**src/rtl/core/irb_pkg.sv**
```systemverilog
// Shared types and constants for the bilinear rotation block.
`timescale 1ns / 1ps
`default_nettype none
package irb_pkg;

  localparam int MAX_WIDTH_DEF  = 512;
  localparam int MAX_HEIGHT_DEF = 512;

  localparam int POS_W   = 10;
  localparam int PIX_W   = 8;
  localparam int FRAC_W  = 8;
  localparam int MAP_W   = 16;
  localparam int COEF_W  = 10;
  localparam int OFS_W   = 21;
  localparam int DIM_W   = 13;
  localparam int PROD_W  = 21;
  localparam int SUM_W   = 23;
  localparam int CIDX_W  = 4;
  localparam int CDATA_W = 21;
  localparam int QDEPTH  = 4;

  typedef enum logic {
    KIND_LOAD    = 1'b0,
    KIND_COMPUTE = 1'b1
  } item_kind_t;

  typedef enum logic [CIDX_W-1:0] {
    REG_SRC_WIDTH  = 4'd0,
    REG_SRC_HEIGHT = 4'd1,
    REG_COEF_AX    = 4'd2,
    REG_COEF_BX    = 4'd3,
    REG_COEF_CX    = 4'd4,
    REG_COEF_AY    = 4'd5,
    REG_COEF_BY    = 4'd6,
    REG_COEF_CY    = 4'd7
  } cfg_reg_t;

  // One classified item on its way from the front to the back.
  typedef struct packed {
    item_kind_t        kind;
    logic [POS_W-1:0]  x;
    logic [POS_W-1:0]  y;
    logic [PIX_W-1:0]  pix;
    logic              in_src;
    logic [FRAC_W-1:0] fu;
    logic [FRAC_W-1:0] fv;
    logic [MAP_W-1:0]  map_x;
    logic [MAP_W-1:0]  map_y;
  } q_entry_t;

endpackage
`default_nettype wire

```
**src/rtl/core/irb_front.sv**
```systemverilog
// Front end: configuration registers, coordinate mapping and classification.
`timescale 1ns / 1ps
`default_nettype none
module irb_front import irb_pkg::*; #(
  parameter int MAX_WIDTH  = MAX_WIDTH_DEF,
  parameter int MAX_HEIGHT = MAX_HEIGHT_DEF
) (
  input  logic               clk,
  input  logic               rst,
  input  logic               cfg_valid,
  output logic               cfg_ready,
  input  logic [CIDX_W-1:0]  cfg_index,
  input  logic [CDATA_W-1:0] cfg_data,
  input  logic               in_valid,
  output logic               in_ready,
  input  logic               cmd,
  input  logic [POS_W-1:0]   pos_x,
  input  logic [POS_W-1:0]   pos_y,
  input  logic [PIX_W-1:0]   pixel_in,
  output logic               q_push,
  input  logic               q_ready,
  output q_entry_t           q_data
);

  logic [POS_W-1:0]        src_width, src_height;
  logic signed [COEF_W-1:0] coef_ax, coef_bx, coef_ay, coef_by;
  logic signed [OFS_W-1:0]  coef_cx, coef_cy;

  logic                     f1_valid;
  item_kind_t               f1_kind;
  logic [POS_W-1:0]         f1_x, f1_y;
  logic [PIX_W-1:0]         f1_pix;
  logic signed [PROD_W-1:0] f1_pax, f1_pbx, f1_pay, f1_pby;

  logic signed [SUM_W-1:0]  u_fix, v_fix, u_rnd, v_rnd;
  logic signed [SUM_W-FRAC_W-1:0] sx, sy;
  logic signed [DIM_W+2:0]  sx_ext, sy_ext, w_lim, h_lim;
  logic [DIM_W-1:0]         w_eff, h_eff;
  logic                     in_mem, in_src;

  assign cfg_ready = 1'b1;

  always_ff @(posedge clk) begin
    if (rst) begin
      src_width  <= POS_W'(512);
      src_height <= POS_W'(512);
      coef_ax    <= COEF_W'(256);
      coef_bx    <= '0;
      coef_cx    <= '0;
      coef_ay    <= '0;
      coef_by    <= COEF_W'(256);
      coef_cy    <= '0;
    end else if (cfg_valid) begin
      unique case (cfg_reg_t'(cfg_index))
        REG_SRC_WIDTH:  src_width  <= cfg_data[POS_W-1:0];
        REG_SRC_HEIGHT: src_height <= cfg_data[POS_W-1:0];
        REG_COEF_AX:    coef_ax    <= cfg_data[COEF_W-1:0];
        REG_COEF_BX:    coef_bx    <= cfg_data[COEF_W-1:0];
        REG_COEF_CX:    coef_cx    <= cfg_data[OFS_W-1:0];
        REG_COEF_AY:    coef_ay    <= cfg_data[COEF_W-1:0];
        REG_COEF_BY:    coef_by    <= cfg_data[COEF_W-1:0];
        REG_COEF_CY:    coef_cy    <= cfg_data[OFS_W-1:0];
        default: ;
      endcase
    end
  end

  assign in_ready = !f1_valid || q_ready;

  always_ff @(posedge clk) begin
    if (rst) begin
      f1_valid <= 1'b0;
    end else if (in_valid && in_ready) begin
      f1_valid <= 1'b1;
    end else if (q_ready) begin
      f1_valid <= 1'b0;
    end
  end

  always_ff @(posedge clk) begin
    if (in_valid && in_ready) begin
      f1_kind <= item_kind_t'(cmd);
      f1_x    <= pos_x;
      f1_y    <= pos_y;
      f1_pix  <= pixel_in;
      f1_pax  <= coef_ax * $signed({1'b0, pos_x});
      f1_pbx  <= coef_bx * $signed({1'b0, pos_y});
      f1_pay  <= coef_ay * $signed({1'b0, pos_x});
      f1_pby  <= coef_by * $signed({1'b0, pos_y});
    end
  end

  always_comb begin
    u_fix = SUM_W'(f1_pax) + SUM_W'(f1_pbx) + SUM_W'(coef_cx);
    v_fix = SUM_W'(f1_pay) + SUM_W'(f1_pby) + SUM_W'(coef_cy);
    u_rnd = u_fix + SUM_W'(128);
    v_rnd = v_fix + SUM_W'(128);
    sx    = u_fix[SUM_W-1:FRAC_W];
    sy    = v_fix[SUM_W-1:FRAC_W];

    w_eff = ({3'b0, src_width} > DIM_W'(MAX_WIDTH)) ? DIM_W'(MAX_WIDTH)
                                                     : {3'b0, src_width};
    h_eff = ({3'b0, src_height} > DIM_W'(MAX_HEIGHT)) ? DIM_W'(MAX_HEIGHT)
                                                       : {3'b0, src_height};
    w_lim  = $signed({3'b0, w_eff}) - 16'sd1;
    h_lim  = $signed({3'b0, h_eff}) - 16'sd1;
    sx_ext = (DIM_W+3)'(sx);
    sy_ext = (DIM_W+3)'(sy);
    in_src = !sx[$high(sx)] && !sy[$high(sy)] && (sx_ext < w_lim) && (sy_ext < h_lim);

    in_mem = ({3'b0, f1_x} < DIM_W'(MAX_WIDTH)) && ({3'b0, f1_y} < DIM_W'(MAX_HEIGHT));

    q_data.kind   = f1_kind;
    q_data.pix    = f1_pix;
    q_data.in_src = in_src;
    q_data.fu     = u_fix[FRAC_W-1:0];
    q_data.fv     = v_fix[FRAC_W-1:0];
    // Negative coordinates wrap, so the rounded value is sign extended.
    q_data.map_x  = MAP_W'($signed(u_rnd[SUM_W-1:FRAC_W]));
    q_data.map_y  = MAP_W'($signed(v_rnd[SUM_W-1:FRAC_W]));
    if (f1_kind == KIND_LOAD) begin
      q_data.x = f1_x;
      q_data.y = f1_y;
    end else begin
      // Inside coordinates are below the source width and height, so ten bits hold them.
      q_data.x = sx[POS_W-1:0];
      q_data.y = sy[POS_W-1:0];
    end
  end

  // Loads that fall outside the memory are dropped here.
  assign q_push = f1_valid && q_ready && ((f1_kind == KIND_COMPUTE) || in_mem);

endmodule
`default_nettype wire

```
**config.mk**
```make
export PLATFORM = sky130hd
export DESIGN_NAME = irb_front
export DESIGN_NICKNAME = d
export VERILOG_FILES = /design/src/rtl/core/irb_pkg.sv /design/src/rtl/core/irb_front.sv
export SDC_FILE = /design/constraint.sdc
export NUM_CORES = 1
export LEC_CHECK = 0
export CORE_MARGIN = 1.5
export CORE_UTILIZATION = 30
export DETAILED_ROUTE_END_ITERATION = 8
export DONT_BUFFER_PORTS = 1
export SYNTH_ARGS = -nofsm -noshare
export SYNTH_HDL_FRONTEND = slang
export SYNTH_SLANG_ARGS = --single-unit
```
**constraint.sdc**
```tcl
create_clock -name clk -period 7.9 [get_ports clk]
set_input_delay 0.79 -clock clk [delete_from_list [all_inputs] [get_ports clk]]
set_output_delay 0.79 -clock clk [all_outputs]
set_load 0.03 [all_outputs]
```
-- Word level (Yosys, flattened, before mapping)
Cells that the tools add are included.
- input bits: 59
- word-level logic and storage cells: 69
- bits in registers: 216
- mux-type cells: 5
- $mul: 4
- equal/unequal tests: 7
- reduce and logical (&&, ||, !) cells: 22
- add/subtract/negate cells: 8
- $lt $le $gt $ge: 6
- operators by type and width (kind ; count):
    10-bit by 11-bit multiplier with 21-bit output ; 4
    22-bit by 21-bit adder with 23-bit output ; 2
    23-bit by 9-bit adder with 23-bit output, second input constant ; 2
    21-bit by 21-bit adder with 22-bit output ; 2
    15-bit by 11-bit less-than comparator with 1-bit output ; 2
    10-bit by 1-bit subtractor with 11-bit output, second input constant ; 2
    10-bit greater-than comparator, second input constant ; 2
    10-bit less-than comparator, second input constant ; 2
    10-bit two-way mux ; 2
    20-bit two-way mux ; 1
    4-bit by 3-bit equality test with 1-bit output, second input constant ; 4
    2-bit AND reduction ; 8
    4-bit by 2-bit equality test with 1-bit output, second input constant ; 2
    1-bit logical AND ; 7
    4-bit by 1-bit equality test with 1-bit output, second input constant ; 1
    4-bit zero test ; 1
    1-bit zero test ; 3
    1-bit logical OR ; 2
    1-bit two-way mux ; 2
    2-bit nonzero test ; 1

-- Logic depth before layout (Yosys ltp)
- word-level depth: 6
- gate-level depth with buffers: 21
- depth with buffers taken out: 20

-- Worst setup path before layout
Ideal clock, no wire load.
- path kind: input port to flip-flop
- start: input port pos_y[7]
- end: register f1_pbx[20], data pin
- library setup time: 260 ps
- data arrival time: 5671 ps
- stages on the path: 20
- buffers on the path: 1
- path slack: 1970 ps
- cell sequence: clkbuf_1 nand2_1 fa_1 inv_1 fa_1 inv_1 fa_1 inv_1 fa_1 inv_1 fa_1 inv_1 ha_1 a21o_1 a31o_2 a211o_1 o41ai_1 o2111ai_1 a21oi_1 xnor2_1
- word-level cells in the longest chain between the ends: 1
- ends and longest elaborated chain (element ; RTL line ; RTL):
    start, declared ; irb_front.sv:18 ; input logic [POS_W-1:0] pos_y,
    10-bit by 11-bit multiplier with 21-bit output ; irb_front.sv:87 ; f1_pbx <= coef_bx * $signed({1'b0, pos_y});
    end signal, assigned ; irb_front.sv:87 ;
    end, declared ; irb_front.sv:33 ; logic signed [PROD_W-1:0] f1_pax, f1_pbx, f1_pay, f1_pby;
No other way between the ends.
A chain may end at the register's enable or synchronous reset.

==> run metrics <==
outcome finished clean; TritonCTS buffer count 26; Area Overhead vs Synth 7.38%; crit share post-route 0.837; die width slightly below 300 microns; syn avg cell area 9.46 sq um; post-CTS setup buffers 0; core box area roughly 84000 sq um; Vias/cell around 4.8; GRT Util Overall 0.156; Max Cap Violations 0; Post-synth EDFFs between 100 and 150; Syn Inst Count 2706; Max-slew headroom 0.221; final hold violations 0; fin. max-slew vios 0; Yosys reg bits between 200 and 250; RSZ-0062 raised after global routing no; wire length per cell between 15 and 20 microns; Synth top area share 0.231; die height around 300 microns; Place WS 1.82 ns; Arr. time, crit path around 5.8 ns; fillers 8720; crit path cell chain fa_1, ha_1, a211oi_1, o21ai_1, nand3_1, nand2_1, o311ai_1, ha_1, a21o_1, a21o_1, a211oi_1, o21a_1, a21oi_1, a21oi_1, nand2_1, a311o_1, a211oi_1, buf_4; layout cells sized above 1 0.0383; max frequency between 150 and 200 MHz; Pre-Repair DR Iteration Count 5; number of distinct library cells after synthesis 73; critical path endpoint category primary output; die area 87100 sq um; hpwl dp around 52000 microns; R2R setup slack roughly 2.1 ns; CP dominant cell by count a211oi_1; largest net degree at the start of global routing roughly 100; area leader, netlist fa_1; total number of vias 18200; final WL 67100 microns; clock-pin slew on the worst setup and hold paths 0.07 ns; PwrDens around 130 nW/um^2; post-synthesis sequential area ratio 0.213; hold_buf cts 0; routability-driven placement congestion ratio 0.883; mapped cell area 25600 sq um; initial antenna violation count 0; critical path startpoint category flop; Detail Route Antenna Nets 0; Setup Total Neg Slack 0 ns; synth top area cells fa_1, ha_1, edfxtp_1; CTS sink cnt roughly 220; Max stage delay on crit path 0.77 ns; n_diodes 0; Root Buffer clkbuf_16; layout net count 3310; leading cell types in the layout, fill and taps excluded inv_1, ha_1, nand2_1; std cell rows around 110; Synth Flop Type edfxtp_1; largest fanout on the critical path 4; GRT overflow 0; worst-margin pin slew 1.16 ns; Clock Latency Late Sink 0.55 ns; Starting Density 0.304; async set-reset flop share out of synthesis 0; Worst Skew 0.0121 ns; first-pass GRT wire length 105000 microns; Final setup violation count 0; Iteration-0 DRC Markers 1055; I/O Pins 140; Worst path slowest cell o311ai_1; vias in the first global route 18100; CTS tree built; CP required approximately 7.1 ns; Max VDD drop 0.139 mV; critical path class flop to primary output; Hold WC Path Type primary input to flop; Synth warnings 0; synthesized net count 3398; CTS resizes 0; final critical-path required period 6.61 ns; leakage 13.3 nW; H-tree levels 1; post-layout worst setup margin 1.29 ns; DRC viols 0; most common cell after layout, fill and taps aside inv_1; clk buf depth 3; PortBufs 0
-- critical path, delay by kind of cell, from the launching register on --
kind	cells	cell delay [ns]
adders and majority gates	3	1.22
buffers and inverters	1	0.22
and+or+nand+nor	3	0.31
DFF	1	0.39
AOI/OAI and AO/OA	11	3.17
-- cells in the mapped netlist (39+ instances only) --
cell type  count
a21o_1        39
a21oi_1      126
nand2_1      310
dfxtp_1      103
and2_1       193
fa_1         296
xnor2_1       92
clkbuf_1     117
nor2_1       122
xor2_1        48
nor2b_1       44
edfxtp_1     113
ha_1         337
mux2i_1       57
inv_1        390
-- power by group --
| group | internal [W] | total (W) | switching [W] |
|---|---|---|---|
| clock | 0.000707 | 0.00122 | 0.000514 |
| sequential | 0.00124 | 0.00129 | 0.0000508 |
| combinational | 0.000360 | 0.00116 | 0.000802 |
| total | 0.00230 | 0.00367 | 0.00137 |
-- final cells by class --
type | count | area (sq um) | share of cell area
clock buffers | 33 | 751 | 0.0273
clock inverters | 15 | 115 | 0.00419
inverters | 390 | 1460 | 0.0532
multi-input cells | 1974 | 18200 | 0.662
flip-flops and latches | 216 | 5460 | 0.198
well taps | 1134 | 1420 | 0.0516
repair buffers | 10 | 75.1 | 0.00273
-- registers in the layout, summed over array words and instances (netlist names) --
name and flops:
f1_pay 21, f1_pax 21, coef_ay 10, f1_y 10, f1_valid 1, coef_cy 21
coef_by 10, f1_x 10, coef_ax 10, coef_cx 21, src_height 10, src_width 10
f1_pby 21, f1_kind 1, coef_bx 10, f1_pix 8, f1_pbx 21
-- through the flow --
stage | area (sq um) | hold slack (ns) | util | power [W] | instances
2_1_floorplan | 25600 | 0.433 | - | 0.00224 | 2706
3_3_place_gp | 26600 | 0.440 | 0.317 | 0.00247 | 3724
3_5_place_dp | 26600 | 0.450 | 0.317 | 0.00247 | 3724
4_1_cts | 27500 | 0.285 | 0.327 | 0.00370 | 3772
5_1_grt | 27500 | 0.282 | 0.327 | 0.00384 | 3772
6_report | 27500 | 0.303 | 0.327 | 0.00367 | 3772
-- kinds of logic (layout without fill, tap and decap cells) --
group | count (synthesis) | count (layout) | share of synthesized area
adders and majority gates | 633 | 633 | 0.396
buffers and inverters | 516 | 448 | 0.0764
DFF | 216 | 216 | 0.213
AOI/OAI and AO/OA | 307 | 307 | 0.0778
muxes | 75 | 75 | 0.0302
and+or+nand+nor | 816 | 816 | 0.157
xor gates and xnor gates | 142 | 142 | 0.0492
other | 1 | 1 | 0.000146
-- per-layer routing --
metal / vias up / part of all wire / track usage
li1: 8574 / - / -
met1: 9114 / 0.43 / 0.202
met2: 425 / 0.49 / 0.272
met3: 70 / 0.056 / 0.0236
met4: 0 / 0.021 / 0.0370
met5: - / 0 / 0
-- path summary, 6_finish.rpt --
check | depth (start not counted) | startpoint | to
setup reg to reg | 19 | coef_bx[1]$_SDFFE_PP0P_ | f1_pbx[20]$_DFFE_PP_
hold / removal | 1 | rst | src_width[4]$_SDFFE_PP0P_
hold reg to reg | 2 | coef_cy[0]$_SDFFE_PP0P_ | coef_cy[0]$_SDFFE_PP0P_
setup / recovery | 18 | f1_pax[2]$_DFFE_PP_ | q_data[48]
No activity file was read; power rests on OpenSTA's default activity.
