## src/rtl/core/irb_pkg.sv

```systemverilog
// Shared types and constants for the bilinear rotation block.
`timescale 1ns / 1ps
`default_nettype none
package irb_pkg;

  localparam int MAX_WIDTH_DEF  = 512;
  localparam int MAX_HEIGHT_DEF = 512;

  localparam int POS_W   = 10;
  localparam int PIX_W   = 8;
  localparam int FRAC_W  = 8;
  localparam int MAP_W   = 16;
  localparam int COEF_W  = 10;
  localparam int OFS_W   = 21;
  localparam int DIM_W   = 13;
  localparam int PROD_W  = 21;
  localparam int SUM_W   = 23;
  localparam int CIDX_W  = 4;
  localparam int CDATA_W = 21;
  localparam int QDEPTH  = 4;

  typedef enum logic {
    KIND_LOAD    = 1'b0,
    KIND_COMPUTE = 1'b1
  } item_kind_t;

  typedef enum logic [CIDX_W-1:0] {
    REG_SRC_WIDTH  = 4'd0,
    REG_SRC_HEIGHT = 4'd1,
    REG_COEF_AX    = 4'd2,
    REG_COEF_BX    = 4'd3,
    REG_COEF_CX    = 4'd4,
    REG_COEF_AY    = 4'd5,
    REG_COEF_BY    = 4'd6,
    REG_COEF_CY    = 4'd7
  } cfg_reg_t;

  // One classified item on its way from the front to the back.
  typedef struct packed {
    item_kind_t        kind;
    logic [POS_W-1:0]  x;
    logic [POS_W-1:0]  y;
    logic [PIX_W-1:0]  pix;
    logic              in_src;
    logic [FRAC_W-1:0] fu;
    logic [FRAC_W-1:0] fv;
    logic [MAP_W-1:0]  map_x;
    logic [MAP_W-1:0]  map_y;
  } q_entry_t;

endpackage
`default_nettype wire

```

## src/rtl/core/irb_queue.sv

```systemverilog
// Small queue between the front end and the memory back end.
`timescale 1ns / 1ps
`default_nettype none
module irb_queue import irb_pkg::*; (
  input  logic     clk,
  input  logic     rst,
  input  logic     push,
  output logic     ready,
  input  q_entry_t wdata,
  input  logic     pop,
  output logic     nonempty,
  output q_entry_t rdata
);

  localparam int PW = $clog2(QDEPTH);

  q_entry_t        slots [QDEPTH];
  logic [PW-1:0]   wptr, rptr;
  logic [PW:0]     count;

  assign ready    = (count != (PW+1)'(QDEPTH));
  assign nonempty = (count != '0);
  assign rdata    = slots[rptr];

  always_ff @(posedge clk) begin
    if (rst) begin
      wptr  <= '0;
      rptr  <= '0;
      count <= '0;
    end else begin
      if (push) wptr <= wptr + 1'b1;
      if (pop)  rptr <= rptr + 1'b1;
      if (push && !pop) count <= count + 1'b1;
      else if (pop && !push) count <= count - 1'b1;
    end
  end

  always_ff @(posedge clk) begin
    if (push) slots[wptr] <= wdata;
  end

endmodule
`default_nettype wire

```

## config.mk

```make
export PLATFORM = sky130hd
export DESIGN_NAME = irb_queue
export DESIGN_NICKNAME = d
export VERILOG_FILES = /design/src/rtl/core/irb_pkg.sv /design/src/rtl/core/irb_queue.sv
export SDC_FILE = /design/constraint.sdc
export NUM_CORES = 1
export LEC_CHECK = 0
export BUFFER_PORTS_ARGS = -buffer_cell sky130_fd_sc_hd__clkbuf_2
export CORE_UTILIZATION = 57
export CTS_CLUSTER_DIAMETER = 60
export DETAILED_ROUTE_END_ITERATION = 10
export PLACE_DENSITY_LB_ADDON = 0.12
export SYNTH_ARGS = -nofsm -noshare
export SYNTH_HDL_FRONTEND = slang
export SYNTH_SLANG_ARGS = --single-unit
```

## constraint.sdc

```tcl
create_clock -name clk -period 4.1 [get_ports clk]
set_clock_uncertainty 0.1 [all_clocks]
set_input_delay 0.41 -clock clk [delete_from_list [all_inputs] [get_ports clk]]
set_output_delay 0.41 -clock clk [all_outputs]
set_load 0.005 [all_outputs]
```

Word-level counts from Yosys, hierarchy flattened
Memories as Yosys holds them, arrays and structs flattened. A register that Yosys moved wholly into a read port is not among the register bits.
Cells that the tools add are included.

storage, ports and cells
  bits in writable memories = 312
  input bits = 82
  logic and storage cells = 21
  output and inout bits = 80
  bits in registers = 7
  memories kept = 1

cells by class
  eq/ne operators = 1
  mux-type cells = 6
  add/sub/neg operators = 4
  reduce and logical (&&, ||, !) cells = 6

memories
  name   depth  width  rd ports  clocked after Yosys merged registers in  write ports  RTL line         text
  slots  4      78     1         1                                        1            irb_queue.sv:17  q_entry_t slots [QDEPTH];

operators by type and width
  kind                                              count
  2-to-1 mux 3 bit                                  2
  adder 2 x 1 -> 2 bit, second input constant       2
  2-to-1 mux 2 bit                                  2
  adder 3 x 1 -> 3 bit, second input constant       1
  != test 3 bit, second input constant              1
  nonzero test 3 bit                                1
  subtractor 3 x 1 -> 3 bit, second input constant  1
  logical AND 1 bit                                 2
  logical NOT 1 bit                                 2
  2-to-1 mux 1 bit                                  2
  nonzero test 2 bit                                1

Longest topological paths before layout
Gate-level depths: netlist of run 1.

  word-level depth = 4
  gate-level depth with buffers = 7
  mapped depth without buffers = 7

Worst setup path after synthesis of run 1
OpenSTA, ideal clock, no wires.

  path kind = register to register
  from = register wptr[0]
  to = memory slots[0][0] (netlist name), enable pin
  setup time = 0.445 ns
  path slack = 1.194 ns
  period minus slack after synthesis = 2.906 ns
  arrival time = 2.361 ns
  path buffers = 0
  data required time = 3.555 ns
  stages on the path, launching flop included = 4
  path through = dfxtp_1 -> inv_1 -> ha_1 -> and2_1

RTL lines
  item                      RTL line         text
  start: declaration        irb_queue.sv:18  logic [PW-1:0] wptr, rptr;
  start signal: assignment  irb_queue.sv:31  if (push) wptr <= wptr + 1'b1;
  end: declaration          irb_queue.sv:17

No word-level cell before the write port.

==> results of run 1 <==
-- worst reg2reg max path, cell delays in order (launching register included) --
cell and delay (ns):
dfxtp_1 0.35, inv_1 0.10, ha_1 0.15, and2_4 0.73, buf_4 0.40
-- power by group through the flow --
stage	combinational, W	clock (W)	sequential (W)
2_1_floorplan	0.000377	0	0.00387
3_3_place_gp	0.000593	0	0.00391
3_5_place_dp	0.000606	0	0.00392
4_1_cts	0.000613	0.00305	0.00385
5_1_grt	0.000649	0.00317	0.00386
6_report	0.000597	0.00300	0.00385
-- logic make-up (layout without fill, tap and decap cells) --
logic type               count (synthesis)  count (layout)
other                                    0               2
multiplexers                            80              80
XOR/XNOR                                 5               5
buffers and inverters                   23             239
adder cells (fa/ha/maj)                  6               6
AO/OA/AOI/OAI                            2               2
AND/OR/NAND/NOR                         16              16
flip-flops                             321             321
-- sequential cells by signal (all words and copies together), names as in the netlist, named ones only --
name,flops
slots,312
count,3
rptr,2
wptr,2
-- through the flow --
stage	std cells	power, W	hold WS (ns)
floorplan	453	0.00425	0.366
global placement	877	0.00450	0.380
detailed placement	877	0.00452	0.420
CTS	939	0.00752	0.00415
global route	939	0.00768	0.0152
finish	941	0.00744	0.0212
-- area by class of cell --
type                    instances  area [µm²]
clock buffers                  39         933
multi-input cells             109        2000
clock inverters                23         186
fillers                      1276        6230
repair buffers                173         908
well taps                     270         338
flip-flops and latches        321        9560
inverters                       4        15.0
diodes                          2        5.00
-- worst max-delay path by stage --
stage / to / cells past startpoint / start / slack, ns
3_5_place_dp: rdata[42] / 3 / flip-flop / 1.63
3_3_place_gp: rdata[18] / 3 / flip-flop / 1.65
5_1_grt: rdata[3] / 3 / flip-flop / 0.97
4_1_cts: rdata[3] / 3 / flip-flop / 1.05
6_report: rdata[3] / 3 / flip-flop / 1.13
2_1_floorplan: slots[0][0] / 3 / wptr[0] / 1.19
-- cells in the mapped netlist --
library cell / number / area share
xor2_1: 3 / 0.0022
mux2i_1: 2 / 0.0017
edfxtp_1: 312 / 0.80
nand2_1: 2 / 0.00064
inv_1: 4 / 0.0013
a21oi_1: 1 / 0.00043
ha_1: 5 / 0.0053
clkbuf_1: 6 / 0.0019
or3_1: 2 / 0.0011
xnor2_1: 2 / 0.0015
buf_2: 4 / 0.0017
buf_6: 1 / 0.00096
buf_4: 5 / 0.0032
fa_1: 1 / 0.0017
nor2_1: 8 / 0.0026
o21ai_0: 1 / 0.00043
and2_1: 4 / 0.0021
buf_12: 3 / 0.0051
dfxtp_1: 9 / 0.015
mux4_2: 78 / 0.15
-- per-layer routing --
layer  global-route usage  routed length [µm]  vias up
li1                     -                   -     2327
met1                0.261                8200     2718
met2                0.344               10600      150
met3               0.0513                1330       34
met4               0.0684                 444        0
met5                    0                   0        -
==> flow_metrics.py, run 1 <==
metrics = {
    "pwr": {
        "seq_power_share": 0.517,
        "p_per_area_nw_per_um2": 534,
        "p_clk_frac": 0.403,
        "ir_worst_vdd_mv": 0.395,
        "leakage_nw": 4.79,
        "power_frac_comb": 0.080,
        "p_int_w": 0.00590,
        "switching_share": 0.207,
        "p_switching_w": 0.00154,
    },
    "setup_path": {
        "worstPathRequired_ns": 3.59,
        "startpoint_type": "flip-flop",
        "reg2reg_depth": 4,
        "crit_chain": "buf_4 > mux4_2 > clkbuf_2",
        "r2r-end": "slots[0][20]",
        "path_buf_inv": 2,
        "worstPathArrival_ns": 2.46,
        "critPathMaxStageDelay_ns": 0.77,
        "path_max_fanout": 31,
        "rr_startpoint": "wptr[0]",
        "crit_family": "flip-flops",
        "rrSetupSlack_ns": 1.96,
        "slowest_stage": "dfxtp_4",
        "end_kind": "output port",
        "critPathKind": "reg -> out",
    },
    "synth": {
        "synth_compound_area_frac": 0.000855,
        "seq_area_frac_synth": 0.816,
        "synth_nets": 541,
        "yosysUniqueCellTypes": 20,
        "synth_fa_ha_area_frac": 0.00706,
        "syn_area_um2": 11700,
        "synth_mux_area_frac": 0.152,
        "yosys.area_share.simple": 0.00641,
        "synthCells": 453,
        "ys_warn_count": 0,
        "synth_area_per_cell_um2": 25.8,
        "synth_top_family_by_area": "multiplexers",
        "ys_ff_latch": 321,
        "synth_xor_area_frac": 0.00374,
    },
    "cts": {
        "clock_sinks": 321,
        "cts_buffers": 34,
        "htree_levels": 2,
        "cts.clk_slew.worst_paths_ns": 0.06,
        "clockBufferDepth": 3,
        "cts_root_buffer": "clkbuf_16",
        "cts_tree": "done",
        "ctsResizeCount": 0,
        "worstSkewPairLatency_ns": 0.50,
        "post-cts-setup-buffers": 0,
        "holdBufCountCts": 0,
    },
    "timing": {
        "fin_crit_sh": 0.723,
        "rsz0062_at_grt": "no",
        "setup_viol": 0,
        "fin_crit_ns": 2.97,
        "worst_pin_slew_ns": 0.899,
        "fmax_mhz": 337,
        "hold_violations": 0,
        "finalMaxSlewViolations": 0,
        "setup-tns-final_ns": 0,
        "setup_slack_ns": 1.13,
        "slew_headroom": 0.401,
    },
    "placement": {
        "dpl_worst_slack_ns": 1.63,
        "postPlaceCellArea_um2": 12800,
        "hpwl_mm": 12.1,
        "io_buffer_count": 161,
        "gp_congestion": 0.718,
    },
    "floorplanning": {
        "die-area_um2": 21100,
        "fp.coreArea_um2": 20200,
        "die_y_um": 145,
        "die_w_um": 145,
        "ios": 162,
        "initial_core_util": 0.580,
        "num_rows": 52,
    },
    "final_layout": {
        "final_common_cell": "edfxtp_1",
        "mostFrequentLayoutCells": "312 x edfxtp_1, 161 x clkbuf_2, 78 x mux4_2",
        "finish.utilization": 0.691,
        "layout-drive-gt1-share": 0.460,
        "design_area_um2": 13900,
        "area_delta_synth_final_pct": 19.1,
        "nNetsFinal": 731,
    },
    "global_route": {
        "antenna_found_initial": 2,
        "grt_max_degree": 60,
        "grt_pass1_wl_mm": 31.9,
        "globalRouteTotalUtil": 0.204,
        "grt_pass1_vias": 5779,
        "grt_overflow": 0,
    },
    "hold_path": {
        "hold_path_startpoint": "wdata[24]",
        "hold_depth": 1,
        "worstHoldPathType": "in -> reg",
        "min_to": "slots[3][24]",
    },
    "detailed_routing": {
        "drt-total-wl_mm": 20.5,
        "dr.pass1.iters": 4,
        "via_per_inst": 5.56,
        "via_count": 5229,
        "detailedRoute.firstIterationViolations": 295,
        "ant_nets": 0,
        "drc": 0,
        "wl_per_cell_um": 21.8,
    },
    "outcome": {
        "status": "completed",
    },
    "flow_run": {
        "drv_cap": 0,
    },
}
(Power assumes the default switching activity.)
==> inputs of run 2 (changes only) <==
- clock period: 4.1 -> 2.8 ns (I/O delays scaled with it)
==> run 2 against run 1 <==
  * Highest routed layer unchanged
  * Register-to-register slack worse by 1.1 ns
  * Worst setup slack worse by 0.80 ns
  * Cell count is 8.4% higher
  * Hold slack better by 0.0057 ns
  * Combinational power is 73% higher
  * Largest power group unchanged
  * Die area stayed put
  * Global-route usage is 1.3 points higher
  * First-iteration DRC count is 28% higher
==> flow_metrics.py, run 2 (same netlist as run 1, synthesis figures left out) <==
metrics = {
    "outcome": {
        "status": "completed",
    },
    "timing": {
        "worst_pin_slew_ns": 0.542,
        "slew_headroom": 0.639,
        "setup_slack_ns": 0.331,
        "rsz0062_at_grt": "no",
        "setup_viol": 0,
        "fin_crit_sh": 0.882,
        "finalMaxSlewViolations": 0,
        "hold_slack_ns": 0.0268,
        "fmax_mhz": 405,
        "fin_crit_ns": 2.47,
        "hold_violations": 0,
        "setup-tns-final_ns": 0,
    },
    "setup_path": {
        "rr_startpoint": "wptr[0]",
        "path_max_fanout": 26,
        "r2r-end": "slots[3][50]",
        "worstPathRequired_ns": 2.42,
        "crit_chain": "buf_12 > mux4_2 > clkbuf_2",
        "critPathMaxStageDelay_ns": 0.59,
        "reg2reg_depth": 3,
        "end_kind": "output port",
        "startpoint_type": "flip-flop",
        "worstPathArrival_ns": 2.09,
        "critPathKind": "reg -> out",
        "rrSetupSlack_ns": 0.90,
        "slowest_stage": "dfxtp_4",
    },
    "cts": {
        "cts.clk_slew.worst_paths_ns": 0.06,
        "cts_root_buffer": "clkbuf_16",
        "post-cts-setup-buffers": 0,
        "clockBufferDepth": 3,
        "worstSkewPairLatency_ns": 0.50,
        "cts_tree": "done",
        "cts_buffers": 34,
        "clock_sinks": 321,
        "htree_levels": 2,
    },
    "hold_path": {
        "worstHoldPathType": "in -> reg",
        "hold_depth": 3,
        "hold_path_startpoint": "pop",
    },
    "global_route": {
        "grt_pass1_wl_mm": 34.3,
        "antenna_found_initial": 0,
        "grt_max_degree": 39,
        "grt_overflow": 0,
        "grt_pass1_vias": 6202,
        "globalRouteTotalUtil": 0.217,
    },
    "final_layout": {
        "nNetsFinal": 814,
        "diodes": 0,
        "top_register": "slots",
        "design_area_um2": 14900,
        "top_regs": "slots x312, count x3",
        "final_common_cell": "edfxtp_1",
        "largest_reg_flops": 312,
        "mostFrequentLayoutCells": "312 x edfxtp_1, 161 x clkbuf_2, 79 x dlygate4sd3_1",
        "layout-drive-gt1-share": 0.415,
        "area_delta_synth_final_pct": 26.9,
    },
    "pwr": {
        "ir_worst_vdd_mv": 0.639,
        "p_per_area_nw_per_um2": 746,
        "leakage_nw": 5.17,
    },
    "placement": {
        "io_buffer_count": 161,
        "gp_congestion": 0.742,
        "postPlaceCellArea_um2": 12900,
        "dpl_worst_slack_ns": 0.794,
        "hpwl_mm": 12.9,
    },
    "floorplanning": {
        "fp.coreArea_um2": 20200,
        "die-area_um2": 21100,
        "die_w_um": 145,
        "die_y_um": 145,
        "ios": 162,
        "initial_core_util": 0.580,
        "num_rows": 52,
    },
    "detailed_routing": {
        "drc": 0,
        "via_count": 5610,
        "via_per_inst": 5.50,
        "detailedRoute.firstIterationViolations": 377,
        "dr.pass1.iters": 4,
        "drt-total-wl_mm": 21.9,
        "wl_per_cell_um": 21.5,
        "ant_nets": 0,
    },
    "flow_run": {
        "drv_cap": 0,
    },
}
## run 2: worst max-delay path, delay by kind of cell (launching register included)
kind,cells,cell delay (ns)
buffers and inverters,2,0.42
flip-flops,1,0.59
multiplexers,1,0.55
## run 2: how the worst max path moves through the flow
stage          cells after the start       from     endpoint
2_1_floorplan                      3    wptr[0]  slots[2][0]
3_3_place_gp                       3  flip-flop    rdata[51]
3_5_place_dp                       3  flip-flop    rdata[51]
4_1_cts                            3  flip-flop    rdata[52]
5_1_grt                            3  flip-flop    rdata[51]
6_report                           3  flip-flop    rdata[64]
## run 2: layout make-up
cell class,instances,area [µm²]
repair buffers,256,1820
inverters,4,15.0
clock buffers,39,933
fillers,1180,5310
multi-input cells,109,2000
clock inverters,21,198
well taps,270,338
flip-flops and latches,321,9560
## run 2: report_power, final
part	total (W)	switching (W)	leakage [nW]	internal, W
sequential	0.00560	0.0000870	2.94	0.00552
clock	0.00445	0.00170	0.559	0.00275
combinational	0.00103	0.000484	1.67	0.000547
## run 2: per-layer routing
| layer | wire length (µm) | GRT usage | vias up |
|---|---|---|---|
| li1 | - | - | 2488 |
| met4 | 484 | 0.0679 | 0 |
| met1 | 8870 | 0.282 | 2894 |
| met3 | 1390 | 0.0509 | 41 |
| met2 | 11200 | 0.366 | 187 |
| met5 | 0 | 0 | - |
## run 2: repair_timing
action	CTS	global route
resized for setup	0	0
setup endpoints to repair	0	0
endpoints found under the hold margin	321	0
hold buffers	79	0
## run 2: per-stage QoR
step                      std cells   util  power, W
after floorplan                 453      -   0.00621
after global placement          881  0.641   0.00662
after detailed placement        881  0.641   0.00666
after CTS                      1020  0.737    0.0112
after global routing           1020  0.737    0.0114
final                          1020  0.737    0.0111
==> inputs of run 3 (changes only) <==
- CELL_PAD_IN_SITES_DETAIL_PLACEMENT: default -> 1
- CELL_PAD_IN_SITES_GLOBAL_PLACEMENT: default -> 2
- CORE_ASPECT_RATIO: default -> 1.4
- CORE_UTILIZATION: 57 -> 45
==> run 3 against run 2 <==
  * The flow now finishes with violations (design-rule violations)
  * Critical endpoint is now rdata[7]
  * Utilization fell by 16 points
  * Die area grew 26%
  * Largest cell class unchanged
  * Maximum frequency down 0.77%
  * Design area fell by 0.83%
==> flow_metrics.py, run 3 (same netlist as run 1, synthesis figures left out) <==
metrics = {
    "outcome": {
        "status": "finished with violations",
        "violations": "design-rule violations",
    },
    "flow_run": {
        "drv_cap": 0,
    },
    "cts": {
        "cts_buffers": 31,
        "cts_root_buffer": "clkbuf_16",
        "clock_sinks": 321,
        "post-cts-setup-buffers": 0,
        "clockBufferDepth": 3,
        "cts_tree": "done",
        "worstSkewPairLatency_ns": 0.56,
        "cts.clk_slew.worst_paths_ns": 0.06,
        "htree_levels": 1,
    },
    "floorplanning": {
        "die-area_um2": 26700,
        "die_w_um": 138,
        "num_rows": 69,
        "die_y_um": 193,
        "initial_core_util": 0.460,
        "fp.coreArea_um2": 25500,
        "ios": 162,
    },
    "placement": {
        "dp_cells": 930,
        "dpl_worst_slack_ns": 0.850,
        "io_buffer_count": 161,
        "hpwl_mm": 14.2,
        "gp_congestion": 0.701,
    },
    "global_route": {
        "grt_pass1_vias": 6255,
        "grt_max_degree": 51,
        "antenna_found_initial": 1,
        "grt_pass1_wl_mm": 35.5,
        "globalRouteTotalUtil": 0.179,
        "grt_overflow": 0,
    },
    "detailed_routing": {
        "wl_per_cell_um": 21.8,
        "via_per_inst": 5.21,
        "ant_nets": 0,
        "via_count": 5563,
        "drc": 18,
        "dr.pass1.iters": 7,
        "drt-total-wl_mm": 23.3,
        "detailedRoute.firstIterationViolations": 260,
    },
    "final_layout": {
        "nNetsFinal": 813,
        "top_regs": "slots x312, count x3",
        "final_common_cell": "edfxtp_1",
        "largest_reg_flops": 312,
        "mostFrequentLayoutCells": "312 x edfxtp_1, 161 x clkbuf_2, 81 x dlygate4sd3_1",
        "finish.utilization": 0.578,
        "top_register": "slots",
        "layout-drive-gt1-share": 0.407,
        "area_delta_synth_final_pct": 25.9,
        "layoutNonFillerInstCount": 1067,
    },
    "timing": {
        "rsz0062_at_grt": "no",
        "fmax_mhz": 402,
        "setup_viol": 0,
        "setup-tns-final_ns": 0,
        "slew_headroom": 0.712,
        "fin_crit_sh": 0.889,
        "worst_pin_slew_ns": 0.432,
        "hold_violations": 0,
        "finalMaxSlewViolations": 0,
        "setup_slack_ns": 0.312,
        "fin_crit_ns": 2.49,
    },
    "setup_path": {
        "rrSetupSlack_ns": 1.04,
        "path_max_fanout": 15,
        "worstPathArrival_ns": 2.11,
        "startpoint_type": "flip-flop",
        "worstPathRequired_ns": 2.42,
        "critPathKind": "reg -> out",
        "end_kind": "output port",
    },
    "hold_path": {
        "worstHoldPathType": "in -> reg",
    },
    "pwr": {
        "ir_worst_vdd_mv": 0.568,
        "leakage_nw": 5.08,
        "p_per_area_nw_per_um2": 712,
        "finalPower_w": 0.0105,
    },
}
## run 3: changes by cell type in the layout (fill, tap and decap cells not counted), moves of 2 or more
| cell | change |
|---|---|
| clkbuf_1 | +3 |
| bufinv_16 | -2 |
| clkbuf_16 | -6 |
| dlygate4sd3_1 | +2 |
## run 3: final timing paths
kind | from | to | depth (start not counted)
min reg2reg | rptr[1] | flip-flop | 2
max | flip-flop | rdata[7] | 3
max reg2reg | wptr[1] | slots[1][53] | 4
min | push | wptr[1] | 3
## run 3: layer usage
metal	up-vias	global-route usage	share of wire
met3	27	0.0315	0.044
met1	2916	0.213	0.40
li1	2480	-	-
met4	0	0.0583	0.021
met2	140	0.330	0.54
met5	-	0	0
## run 3: metrics by stage
| step | area (µm²) | hold WS (ns) |
|---|---|---|
| final | 14700 | 0.0310 |
| after detailed placement | 13000 | 0.400 |
| after floorplan | 11700 | 0.279 |
| after global routing | 14700 | 0.0420 |
| after global placement | 13000 | 0.383 |
| after CTS | 14700 | 0.0147 |
## run 3: area by class of cell
cell class                      count  area (µm²)
Multi-Input combinational cell    109        2000
Antenna cell                        1        2.50
Timing Repair Buffer              258        1820
Clock inverter                     19         143
Clock buffer                       36         795
Inverter                            4        15.0
Tap cell                          319         399
Sequential cell                   321        9560
Fill cell                        2164       10700
## run 3: critical path, stage by stage (launching register included)
cell and delay (ns):
dfxtp_4 0.48, buf_4 0.36, mux4_2 0.57, clkbuf_2 0.13
## run 3: power by group
part | internal (W) | switching, W | total [W] | leakage, nW
logic | 0.000547 | 0.000501 | 0.00105 | 1.67
registers | 0.00552 | 0.0000763 | 0.00559 | 2.94
clock network | 0.00220 | 0.00166 | 0.00386 | 0.463
## run 3: what timing repair did
action                                  CTS  global route
endpoints found under the hold margin   321             0
hold buffers                             81             0
endpoints found under the setup margin    0             0
gates resized for setup                   0             0
